### src/design/wrs_pkg.sv
// Package for the windowed running statistics block.
// Holds field widths, item kind codes and the controller/datapath command types.
// No dependencies.
package wrs_pkg;

	localparam int SAMPLE_W   = 24;
	localparam int FILLED_W   = 8;
	localparam int WINDOW_DEF = 128;

	localparam logic KIND_ADD   = 1'b0;
	localparam logic KIND_CLEAR = 1'b1;

	// commands from controller to datapath
	typedef struct packed {
		logic capture;   // latch the input word
		logic mem_rd;    // read the ring slot at the write index
		logic update;    // apply add or clear to the statistics
		logic div_load;  // start the serial divider
		logic div_step;  // one divider iteration
		logic load_out;  // move the result into the output register
	} wrs_cmd_t;

	// status from datapath to controller
	typedef struct packed {
		logic div_last;  // current divider step is the final one
	} wrs_status_t;

endpackage

### src/design/wrs_if.sv
// Channel interfaces for the windowed running statistics block.
// Depends on wrs_pkg for field widths.
interface wrs_in_if import wrs_pkg::*; ();
	logic                valid;
	logic                ready;
	logic                kind;
	logic [SAMPLE_W-1:0] sample;

	modport source (output valid, kind, sample, input ready);
	modport sink   (input valid, kind, sample, output ready);
endinterface

interface wrs_out_if import wrs_pkg::*; ();
	logic                valid;
	logic                ready;
	logic [SAMPLE_W-1:0] average;
	logic [SAMPLE_W-1:0] minimum;
	logic [SAMPLE_W-1:0] maximum;
	logic [SAMPLE_W-1:0] newest;
	logic [FILLED_W-1:0] filled;

	modport source (output valid, average, minimum, maximum, newest, filled, input ready);
	modport sink   (input valid, average, minimum, maximum, newest, filled, output ready);
endinterface

### src/design/wrs_ctrl.sv
// Controller state machine for the windowed running statistics block.
// Depends on wrs_pkg for the command and status structs.
module wrs_ctrl import wrs_pkg::*; (
	input  logic        clk,
	input  logic        arst_n,
	input  logic        in_valid,
	output logic        in_ready,
	output logic        out_valid,
	input  logic        out_ready,
	input  wrs_status_t status,
	output wrs_cmd_t    cmd
);

	typedef enum logic [5:0] {
		ST_IDLE   = 6'b000001,
		ST_READ   = 6'b000010,
		ST_UPDATE = 6'b000100,
		ST_DIVLD  = 6'b001000,
		ST_DIV    = 6'b010000,
		ST_FINISH = 6'b100000
	} state_t;

	state_t state_q, state_d;
	logic   out_valid_q;
	logic   out_free;

	assign out_free  = !out_valid_q || out_ready;
	assign in_ready  = (state_q == ST_IDLE);
	assign out_valid = out_valid_q;

	always_comb begin
		state_d = state_q;
		cmd     = '0;
		unique case (state_q)
			ST_IDLE: begin
				if (in_valid) begin
					cmd.capture = 1'b1;
					state_d     = ST_READ;
				end
			end
			ST_READ: begin
				cmd.mem_rd = 1'b1;
				state_d    = ST_UPDATE;
			end
			ST_UPDATE: begin
				cmd.update = 1'b1;
				state_d    = ST_DIVLD;
			end
			ST_DIVLD: begin
				cmd.div_load = 1'b1;
				state_d      = ST_DIV;
			end
			ST_DIV: begin
				cmd.div_step = 1'b1;
				if (status.div_last) begin
					state_d = ST_FINISH;
				end
			end
			ST_FINISH: begin
				// hold until the output register is free
				if (out_free) begin
					cmd.load_out = 1'b1;
					state_d      = ST_IDLE;
				end
			end
			default: begin
				state_d = ST_IDLE;
			end
		endcase
	end

	always_ff @(posedge clk or negedge arst_n) begin
		if (!arst_n) begin
			state_q     <= ST_IDLE;
			out_valid_q <= 1'b0;
		end else begin
			state_q <= state_d;
			if (cmd.load_out) begin
				out_valid_q <= 1'b1;
			end else if (out_ready) begin
				out_valid_q <= 1'b0;
			end
		end
	end

endmodule

### src/design/wrs_datapath.sv
// Datapath for the windowed running statistics block: sample ring, window sum,
// fill count, running min/max, serial restoring divider and output register.
// Depends on wrs_pkg.
module wrs_datapath import wrs_pkg::*; #(
	parameter int WINDOW = WINDOW_DEF
) (
	input  logic                clk,
	input  logic                arst_n,
	input  wrs_cmd_t            cmd,
	output wrs_status_t         status,
	input  logic                in_kind,
	input  logic [SAMPLE_W-1:0] in_sample,
	output logic [SAMPLE_W-1:0] average,
	output logic [SAMPLE_W-1:0] minimum,
	output logic [SAMPLE_W-1:0] maximum,
	output logic [SAMPLE_W-1:0] newest,
	output logic [FILLED_W-1:0] filled
);

	localparam int IDX_W     = $clog2(WINDOW);
	localparam int CNT_W     = $clog2(WINDOW + 1);
	localparam int SUM_W     = SAMPLE_W + IDX_W;
	localparam int DIV_CNT_W = $clog2(SUM_W);

	logic [SAMPLE_W-1:0]  ring [WINDOW];
	logic [SAMPLE_W-1:0]  rd_data_q;
	logic                 kind_q;
	logic [SAMPLE_W-1:0]  sample_q;
	logic [IDX_W-1:0]     wr_idx_q;
	logic [CNT_W-1:0]     count_q;
	logic [SUM_W-1:0]     sum_q;
	logic [SAMPLE_W-1:0]  min_q;
	logic [SAMPLE_W-1:0]  max_q;
	logic [SAMPLE_W-1:0]  newest_q;
	logic [SUM_W-1:0]     quo_q;
	logic [CNT_W-1:0]     rem_q;
	logic [DIV_CNT_W-1:0] div_cnt_q;

	logic                 full;
	logic [SUM_W-1:0]     sum_sub;
	logic [CNT_W:0]       rem_shift;
	logic [CNT_W:0]       rem_trial;
	logic                 q_bit;
	logic                 empty;

	assign full     = (count_q == CNT_W'(WINDOW));
	assign sum_sub  = full ? SUM_W'(rd_data_q) : '0;
	assign empty    = (count_q == '0);

	assign rem_shift = {rem_q, quo_q[SUM_W-1]};
	assign rem_trial = rem_shift - {1'b0, count_q};
	assign q_bit     = (rem_shift >= {1'b0, count_q});

	assign status.div_last = (div_cnt_q == '0);

	// ring memory: no reset; the slot read is only used once the window is full, so stale entries never count
	always_ff @(posedge clk) begin
		if (cmd.update && kind_q == KIND_ADD) begin
			ring[wr_idx_q] <= sample_q;
		end
		if (cmd.mem_rd) begin
			rd_data_q <= ring[wr_idx_q];
		end
	end

	// input word, divider payload, newest sample and output register
	always_ff @(posedge clk) begin
		if (cmd.capture) begin
			kind_q   <= in_kind;
			sample_q <= in_sample;
		end
		if (cmd.div_load) begin
			quo_q     <= sum_q;
			rem_q     <= '0;
			div_cnt_q <= DIV_CNT_W'(SUM_W - 1);
		end else if (cmd.div_step) begin
			quo_q     <= {quo_q[SUM_W-2:0], q_bit};
			rem_q     <= q_bit ? rem_trial[CNT_W-1:0] : rem_shift[CNT_W-1:0];
			div_cnt_q <= div_cnt_q - 1'b1;
		end
		if (cmd.update && kind_q == KIND_ADD) begin
			newest_q <= sample_q;
		end
		if (cmd.load_out) begin
			average <= empty ? '0 : quo_q[SAMPLE_W-1:0];
			minimum <= empty ? '0 : min_q;
			maximum <= empty ? '0 : max_q;
			newest  <= empty ? '0 : newest_q;
			filled  <= FILLED_W'(count_q);
		end
	end

	// statistics state
	always_ff @(posedge clk or negedge arst_n) begin
		if (!arst_n) begin
			wr_idx_q <= '0;
			count_q  <= '0;
			sum_q    <= '0;
			min_q    <= '1;
			max_q    <= '0;
		end else if (cmd.update) begin
			if (kind_q == KIND_CLEAR) begin
				wr_idx_q <= '0;
				count_q  <= '0;
				sum_q    <= '0;
				min_q    <= '1;
				max_q    <= '0;
			end else begin
				// drop the oldest sample once the window is full
				sum_q <= sum_q - sum_sub + SUM_W'(sample_q);
				if (sample_q < min_q) begin
					min_q <= sample_q;
				end
				if (sample_q > max_q) begin
					max_q <= sample_q;
				end
				if (wr_idx_q == IDX_W'(WINDOW - 1)) begin
					wr_idx_q <= '0;
				end else begin
					wr_idx_q <= wr_idx_q + 1'b1;
				end
				if (!full) begin
					count_q <= count_q + 1'b1;
				end
			end
		end
	end

endmodule

### src/design/windowed_running_stats.sv
// Windowed running statistics: window average, min/max since the last clear, newest sample, fill count.
// Each word goes through capture, ring read, update, divider load, the serial divide and finish;
// a new word is taken only once the previous one has left finish. SUM_W = 24 + clog2(WINDOW) is
// the width of the sum fed to the one-bit-per-cycle restoring divider that forms sum / count.
// Reset clears count, sum, write index and max, sets min to all ones; the ring is not cleared.
// Depends on wrs_pkg, wrs_if, wrs_ctrl and wrs_datapath.
module windowed_running_stats import wrs_pkg::*; #(
	parameter int WINDOW = WINDOW_DEF
) (
	input  logic     clk,
	input  logic     arst_n,
	wrs_in_if.sink   item,
	wrs_out_if.source result
);

	wrs_cmd_t    cmd;
	wrs_status_t status;

	// Controller: one word in flight at a time. A new word is taken while the
	// previous result still waits in the output register.
	wrs_ctrl u_ctrl (
		.clk       (clk),
		.arst_n    (arst_n),
		.in_valid  (item.valid),
		.in_ready  (item.ready),
		.out_valid (result.valid),
		.out_ready (result.ready),
		.status    (status),
		.cmd       (cmd)
	);

	// Datapath: ring memory read of the oldest slot, then sum/min/max update,
	// then the serial divide; the output register masks all fields to zero
	// while the window is empty.
	wrs_datapath #(
		.WINDOW (WINDOW)
	) u_dp (
		.clk       (clk),
		.arst_n    (arst_n),
		.cmd       (cmd),
		.status    (status),
		.in_kind   (item.kind),
		.in_sample (item.sample),
		.average   (result.average),
		.minimum   (result.minimum),
		.maximum   (result.maximum),
		.newest    (result.newest),
		.filled    (result.filled)
	);

	// a word is processed alone: no accept in the cycle after an accept
	a_one_in_flight: assert property (@(posedge clk) disable iff (!arst_n)
		(item.valid && item.ready) |=> !item.ready)
		else $error("input accepted while a word is in flight");

	// window average lies between the min and max since the last clear
	a_avg_bounds: assert property (@(posedge clk) disable iff (!arst_n)
		(result.valid && result.filled != '0) |->
		(result.minimum <= result.average && result.average <= result.maximum))
		else $error("average outside min/max");

	// newest sample lies between min and max
	a_newest_bounds: assert property (@(posedge clk) disable iff (!arst_n)
		(result.valid && result.filled != '0) |->
		(result.minimum <= result.newest && result.newest <= result.maximum))
		else $error("newest outside min/max");

	// an empty window reports all zeros
	a_empty_zero: assert property (@(posedge clk) disable iff (!arst_n)
		(WINDOW < 256 && result.valid && result.filled == '0) |->
		(result.average == '0 && result.minimum == '0 &&
		 result.maximum == '0 && result.newest == '0))
		else $error("empty window reports nonzero statistics");

endmodule

### src/flat_wrapper.sv
// flat-port wrapper written by rule: the top's interface ports become plain ports
module windowed_running_stats_flat import wrs_pkg::*;
#(
	parameter int WINDOW = WINDOW_DEF
)
  (clk, arst_n, item_valid, item_kind, item_sample, item_ready, result_valid, result_average, result_minimum, result_maximum, result_newest, result_filled, result_ready);
  wrs_in_if item_i ();
  wrs_out_if result_i ();
  input  logic clk;
  input  logic arst_n;
  input wire logic [$bits(item_i.valid)-1:0] item_valid;
  input wire logic [$bits(item_i.kind)-1:0] item_kind;
  input wire logic [$bits(item_i.sample)-1:0] item_sample;
  output wire logic [$bits(item_i.ready)-1:0] item_ready;
  output wire logic [$bits(result_i.valid)-1:0] result_valid;
  output wire logic [$bits(result_i.average)-1:0] result_average;
  output wire logic [$bits(result_i.minimum)-1:0] result_minimum;
  output wire logic [$bits(result_i.maximum)-1:0] result_maximum;
  output wire logic [$bits(result_i.newest)-1:0] result_newest;
  output wire logic [$bits(result_i.filled)-1:0] result_filled;
  input wire logic [$bits(result_i.ready)-1:0] result_ready;
  assign item_i.valid = item_valid;
  assign item_i.kind = item_kind;
  assign item_i.sample = item_sample;
  assign item_ready = item_i.ready;
  assign result_valid = result_i.valid;
  assign result_average = result_i.average;
  assign result_minimum = result_i.minimum;
  assign result_maximum = result_i.maximum;
  assign result_newest = result_i.newest;
  assign result_filled = result_i.filled;
  assign result_i.ready = result_ready;
  windowed_running_stats #(.WINDOW(WINDOW)) u_core (.clk(clk), .arst_n(arst_n), .item(item_i), .result(result_i));
endmodule
### config.mk
export PLATFORM = sky130hd
export DESIGN_NAME = windowed_running_stats_flat
export DESIGN_NICKNAME = d
export VERILOG_FILES = /design/src/design/wrs_pkg.sv /design/src/design/wrs_if.sv /design/src/design/wrs_ctrl.sv /design/src/design/wrs_datapath.sv /design/src/design/windowed_running_stats.sv /design/src/flat_wrapper.sv
export SDC_FILE = /design/constraint.sdc
export NUM_CORES = 2
export LEC_CHECK = 0
export BUFFER_PORTS_ARGS = -buffer_cell sky130_fd_sc_hd__buf_2
export CORE_MARGIN = 5
export CORE_UTILIZATION = 30
export DETAILED_ROUTE_END_ITERATION = 16
export PLACE_DENSITY = 0.51
export SYNTH_ARGS = -nofsm -noshare
export SYNTH_HDL_FRONTEND = slang
export SYNTH_HIERARCHICAL = 1
export SYNTH_SLANG_ARGS = --single-unit
### constraint.sdc
create_clock -name clk -period 15.5 [get_ports clk]
set_clock_uncertainty 0.1 [all_clocks]
set_input_delay 0.775 -clock clk [delete_from_list [all_inputs] [get_ports clk]]
set_output_delay 0.775 -clock clk [all_outputs]
set_load 0.01 [all_outputs]
# Word level (Yosys, flattened, before mapping)

Memory sizes are Yosys's and may differ from the RTL's. A register that Yosys moved wholly into a read port is not among the register bits.
Index checks and enable logic that the tools add are counted.

Add/subtract/negate cells: 6
Mux-type cells: 29
Bitwise logic cells: 1
Reduce and logical (&&, ||, !) cells: 13
Order comparisons: 3
Eq/ne operators: 12

Operators by type and width:

| kind                  | count |
|---|---|
| $mux W24              | 5 |
| $mux W31              | 3 |
| $pmux W6 S6           | 1 |
| $add A31 B24 Y31      | 1 |
| $sub A31 B24 Y31      | 1 |
| $gt A24 B24 Y1        | 1 |
| $lt A24 B24 Y1        | 1 |
| $mux W8               | 3 |
| $mux W6               | 3 |
| $mux W7               | 2 |
| $mux W1               | 12 |
| $ge A9 B8 Y1          | 1 |
| $add A8 B1 Y8 const B | 1 |
| $eq A8 B8 Y1 const B  | 1 |
| $logic_not A8 Y1      | 1 |
| $reduce_bool A2 Y1    | 4 |
| $sub A8 B8 Y8         | 1 |
| $add A7 B1 Y7 const B | 1 |
| $eq A7 B7 Y1 const B  | 1 |
| $eq A6 B1 Y1 const B  | 1 |
| $eq A6 B2 Y1 const B  | 1 |
| $eq A6 B3 Y1 const B  | 1 |
| $eq A6 B4 Y1 const B  | 1 |
| $eq A6 B5 Y1 const B  | 1 |
| other kinds (11)      | 15 |

Output and inout bits: 106
Word-level logic and storage cells: 83
Register bits: 298
Memories: 1
RAM bits: 3072
Input bits: 29

Memory list:

| name             | words | width | rd ports | clocked after memory_dff | wr ports | RTL line           | source |
|---|---|---|---|---|---|---|---|
| u_core.u_dp.ring | 128   | 24    | 1        | 1                        | 1        | wrs_datapath.sv:25 | `logic [SAMPLE_W-1:0] ring [WINDOW];` |

# Logic depth before layout (Yosys ltp)

Depth after elaboration: 5
Depth in mapped cells: 18
Gate-level depth less buffers: 18

# Cells and area by module

Netlist, hierarchy kept.

By module, submodules not included:

| module       | area an instance (µm²) | seq. area each (µm²) | cells each | times used |
|---|---|---|---|---|
| wrs_datapath | 134481.5               | 101137.0             | 7821       | 1 |
| wrs_ctrl     | 451.7                  | 176.4                | 45         | 1 |

# Worst setup path after synthesis

Ideal clock, no wire load.

Path type: input port to flip-flop
Start point: in result_ready
End point: reg u_core.u_dp.average[0], enable pin
Arrival: 5.530 ns
Path slack: 9.292 ns
Library setup time: 0.578 ns
Stages: 2
Cells stage by stage: nand2b_1 -> nor2b_1

RTL lines:

| element                | RTL line           | source |
|---|---|---|
| start: declaration     | flat_wrapper.sv:21 | `input wire logic [$bits(result_i.ready)-1:0] result_ready;` |
| end signal: assignment | wrs_datapath.sv:85 | `average <= empty ? '0 : quo_q[SAMPLE_W-1:0];` |
| end: declaration       | wrs_datapath.sv:13 | `output logic [SAMPLE_W-1:0] average,` |

==> impl_metrics.env <==
export IMPL_num_vias=81957
export IMPL_cp_top_family="buffers and inverters"
export IMPL_clk_latency_ps=990
export IMPL_crit_slowest_cell="nor4_1"
export IMPL_drv_cap=0
export IMPL_wire_length_of_the_first_global_routing_pass_um=667000
export IMPL_count_of_flip_flops_with_a_built_in_enable_after_synthesis=3280
export IMPL_rsz0062_at_grt="no"
export IMPL_share_of_layout_cells_above_drive_strength_1=0.198
export IMPL_viasPerCell=5.65
export IMPL_register_area_share_after_synthesis=0.751
export IMPL_tritoncts="done"
export IMPL_totalNegativeSetupSlack_ps=0
export IMPL_place_ws_ps=9220
export IMPL_timing_critical_path_buf_inv=5
export IMPL_drt_drc_violations_left=0
export IMPL_timing_critical_path_arrival_ps=6990
export IMPL_grt_use_total=0.204
export IMPL_crit_chain="buf_12 -> inv_8 -> buf_4 -> buf_12 -> buf_4 -> a221o_1 -> a222oi_1 -> o221ai_1 -> o311a_1 -> nor4_1 -> nand3_1"
export IMPL_r2r_end="u_core/u_dp/rd_data_q[8]$_DFFE_PP_"
export IMPL_placed_cells=13803
export IMPL_end_kind="register"
export IMPL_power_density_nw_per_um2=170
export IMPL_cts_repair_resized=0
export IMPL_synthFlopType="edfxtp_1"
export IMPL_layout_filler_cells=42273
export IMPL_worst_r2r_setup_slack_ps=9020
export IMPL_min_period_ps=6480
export IMPL_power_share_of_the_sequential_group=0.409
export IMPL_psw_mw=8.77
export IMPL_post_route_setup_slack_ps=9020
export IMPL_crit_path_max_fanout=72
export IMPL_average_wire_per_standard_cell_um=33.8
export IMPL_min_path_type="in2reg"
export IMPL_top_layer_used="met5"
export IMPL_worstHoldStart="result_ready"
export IMPL_worst_slew_pin_slew_ps=1430
export IMPL_min_period_over_period=0.418
export IMPL_die_area_um2=463000
export IMPL_post_cts_buffers=0
export IMPL_synth_top_cell_by_area="edfxtp_1"
export IMPL_areaGrowthSynthToFinish_pct=15.5
export IMPL_clockPowerShare=0.323
export IMPL_multiInputGateArea_um2=30700
export IMPL_vdd_ir_drop_max_mv=0.164
export IMPL_die_outline_height_um=681
export IMPL_globalplace_congestion=0.889
export IMPL_fmax_mhz=154
export IMPL_timing_hold_worst_endpoint="u_core/u_ctrl/state_q[5]$_DFFE_PN0P_"
export IMPL_grt_max_degree=134
export IMPL_std_cell_rows=246
export IMPL_syn_mean_instance_area_um2=17.2
export IMPL_first_iter_violations=12298
export IMPL_global_route_overflow_total=0
export IMPL_ys_top_cells_by_area="edfxtp_1 (73%), mux4_2 (3.8%), a221oi_1 (3.1%)"
export IMPL_grt_antenna_before_repair=37
export IMPL_regArea_um2=101000
export IMPL_met1_length_um=195000
export IMPL_crit_reg2reg_launch="u_core/u_dp/wr_idx_q[2]$_DFFE_PN0P_"
export IMPL_worstSetupStartpointType="register"
export IMPL_cpPeakStageDelay_ps=1150
export IMPL_detail_route_antenna_nets=0
export IMPL_power_report_internal_total_mw=17.7
export IMPL_finalSetupViolations=0
export IMPL_cts_max_path_buffers=4
export IMPL_number_of_iterations_in_the_first_detailed_routing_pass=6
export IMPL_r2r_cells=11
export IMPL_numClockSinks=3394
export IMPL_detailroute_wirelength_met3_um=53900
export IMPL_ctsRootBufferMaster="clkbuf_16"
export IMPL_tritoncts_num_buffers=365
export IMPL_coreArea_um2=448000
export IMPL_synth_distinct_cells=93
export IMPL_synthTopCellsByCount="edfxtp_1 (3,280), nor2_1 (563), a221oi_1 (480), mux2i_1 (356), a21oi_1 (349)"
export IMPL_start_util=0.301
export IMPL_criticalPathCategory="reg2reg"
export IMPL_dp_hpwl_um=284000
export IMPL_pwr_share_comb=0.268
export IMPL_finish_cell_count_without_fillers=14506
export IMPL_yosysWarnings=6
export IMPL_io_buffer_count=134
export IMPL_finalWirelength_um=490000
export IMPL_hold_viol_final=0
export IMPL_finalMaxSlewViolations=0
export IMPL_cts_max_level=5
export IMPL_cellLeakagePower_nw=49.3
export IMPL_worst_ep_required_time_ps=16010
export IMPL_relSlewSlack=0.0484
export IMPL_number_of_global_route_vias_before_repair=78741
export IMPL_hold_path_cell_count=3
export IMPL_clock_transition_at_the_registers_of_the_reported_paths_ps=60
export IMPL_netlist_area_leader_share=0.730
export IMPL_outcome="finished clean"
export IMPL_syn_area_um2=135000
export IMPL_syn_instance_count=7866
export IMPL_final_nets=8391
export IMPL_power_share_switching=0.331
export IMPL_wl_met2_um=217000
export IMPL_final_layout_worst_hold_slack_ps=145
export IMPL_width_of_the_die_um=681
export IMPL_floorplan_io_pins=135
export IMPL_synth_async_reset_ratio=0.0298
export IMPL_synthMostInstantiatedCell="edfxtp_1"
export IMPL_synth_fp_nets=8010
export IMPL_number_of_synthesized_register_bits=3394
state kept, by name, summed over array words and instances, names as in the netlist, 5 cells and up:
name,cells
u_core/u_dp/sample_q,24
u_core/u_ctrl/state_q,6
u_core/u_dp/newest_q,24
u_core/u_dp/ring,3072
u_core/u_dp/filled,8
u_core/u_dp/max_q,24
u_core/u_dp/minimum,24
u_core/u_dp/maximum,24
u_core/u_dp/rem_q,8
u_core/u_dp/average,24
u_core/u_dp/rd_data_q,24
u_core/u_dp/quo_q,31
u_core/u_dp/count_q,8
u_core/u_dp/min_q,24
u_core/u_dp/newest,24
u_core/u_dp/wr_idx_q,7
u_core/u_dp/sum_q,31
u_core/u_dp/div_cnt_q,5
cells by family after synthesis:
logic type,share of synthesized area
simple gates,0.0374
fa+ha+maj,0.0121
compound gates,0.0898
flops,0.751
xor+xnor,0.00227
buf+inv,0.0254
mux,0.0822
timing repair:
item / 4_1_cts / 5_1_grt
hold buffers: 27 / 0
hold endpoints to repair: 60 / 0
setup endpoints to repair: 0 / 0
worst reg2reg max path, stage by stage, from the launching register on:
cell and delay, ps:
dfrtp_4 800, buf_12 460, inv_8 370, buf_4 360, buf_12 290, buf_4 560
a221o_1 410, a222oi_1 560, o221ai_1 490, o311a_1 330, nor4_1 1150, nand3_1 270
final cells by class:
cell class                 instances  share of cell area
clock buffer                     457              0.0621
timing repair buffer             537              0.0254
inverter                         184             0.00456
antenna                           19            0.000305
tap                             5952              0.0478
clock inverter                   198              0.0121
sequential                      3394               0.650
multi-input combinational       3765               0.197
placed cells by master, fill, tap and decap left out, types with 17 or more instances in the layout:
master         instances
buf_2                134
a221oi_1             478
a221o_1               29
nor2_2               129
nand3_1               56
a21o_1                39
clkinv_1              70
o21ai_0              188
ha_1                  90
xnor2_1               24
o221ai_1              40
a22o_1                82
o22ai_1              136
nand4_1               17
nor4_1                58
mux2_2               212
nor3_1                31
a211oi_1              33
dfrtp_1               71
mux2i_1              355
clkbuf_16            372
dlygate4sd3_1         27
mux4_2               225
clkbuf_1              81
bufinv_16             27
clkinv_2              64
buf_4                359
nor2b_1               61
a21oi_1              347
fa_1                  25
dfstp_2               25
inv_1                176
o211ai_1              40
a22oi_1              105
edfxtp_1            3280
nand2_1              241
and2_1                30
nor2_1               428
diode_2               19
layer usage:
metal  GRT usage  vias up
li1            -    32566
met1       0.277    43239
met2       0.310     5179
met3      0.0504      969
met4      0.0888        4
met5           0        -
power groups by stage:
stage / clock (mW) / combinational [mW] / sequential, mW
6_report: 8.55 / 7.09 / 10.8
5_1_grt: 9.06 / 7.40 / 10.8
4_1_cts: 8.67 / 6.98 / 10.8
3_5_place_dp: 0 / 6.95 / 11.0
3_3_place_gp: 0 / 6.91 / 11.0
2_1_floorplan: 0 / 3.92 / 11.2
worst max path at each step:
stage,from,endpoint,cells past startpoint
finish,u_core/u_dp/wr_idx_q[2]$_DFFE_PN0P_,u_core/u_dp/rd_data_q[8]$_DFFE_PP_,11
global route,u_core/u_dp/wr_idx_q[2]$_DFFE_PN0P_,u_core/u_dp/rd_data_q[8]$_DFFE_PP_,11
CTS,u_core/u_dp/wr_idx_q[2]$_DFFE_PN0P_,u_core/u_dp/rd_data_q[8]$_DFFE_PP_,11
detailed placement,u_core/u_dp/wr_idx_q[2]$_DFFE_PN0P_,u_core/u_dp/rd_data_q[8]$_DFFE_PP_,11
global placement,u_core/u_dp/wr_idx_q[2]$_DFFE_PN0P_,u_core/u_dp/rd_data_q[22]$_DFFE_PP_,11
floorplan,result_ready,u_core/u_dp/average[0]$_SDFFCE_PN0P_,2
metrics by stage:
stage          power (mW)  cell area (um2)  utilization
2_1_floorplan        15.1           135000            -
3_3_place_gp         17.9           144000        0.321
3_5_place_dp         18.0           144000        0.321
4_1_cts              26.5           156000        0.347
5_1_grt              27.3           156000        0.347
6_report             26.5           156000        0.347
(Power assumes the default switching activity.)
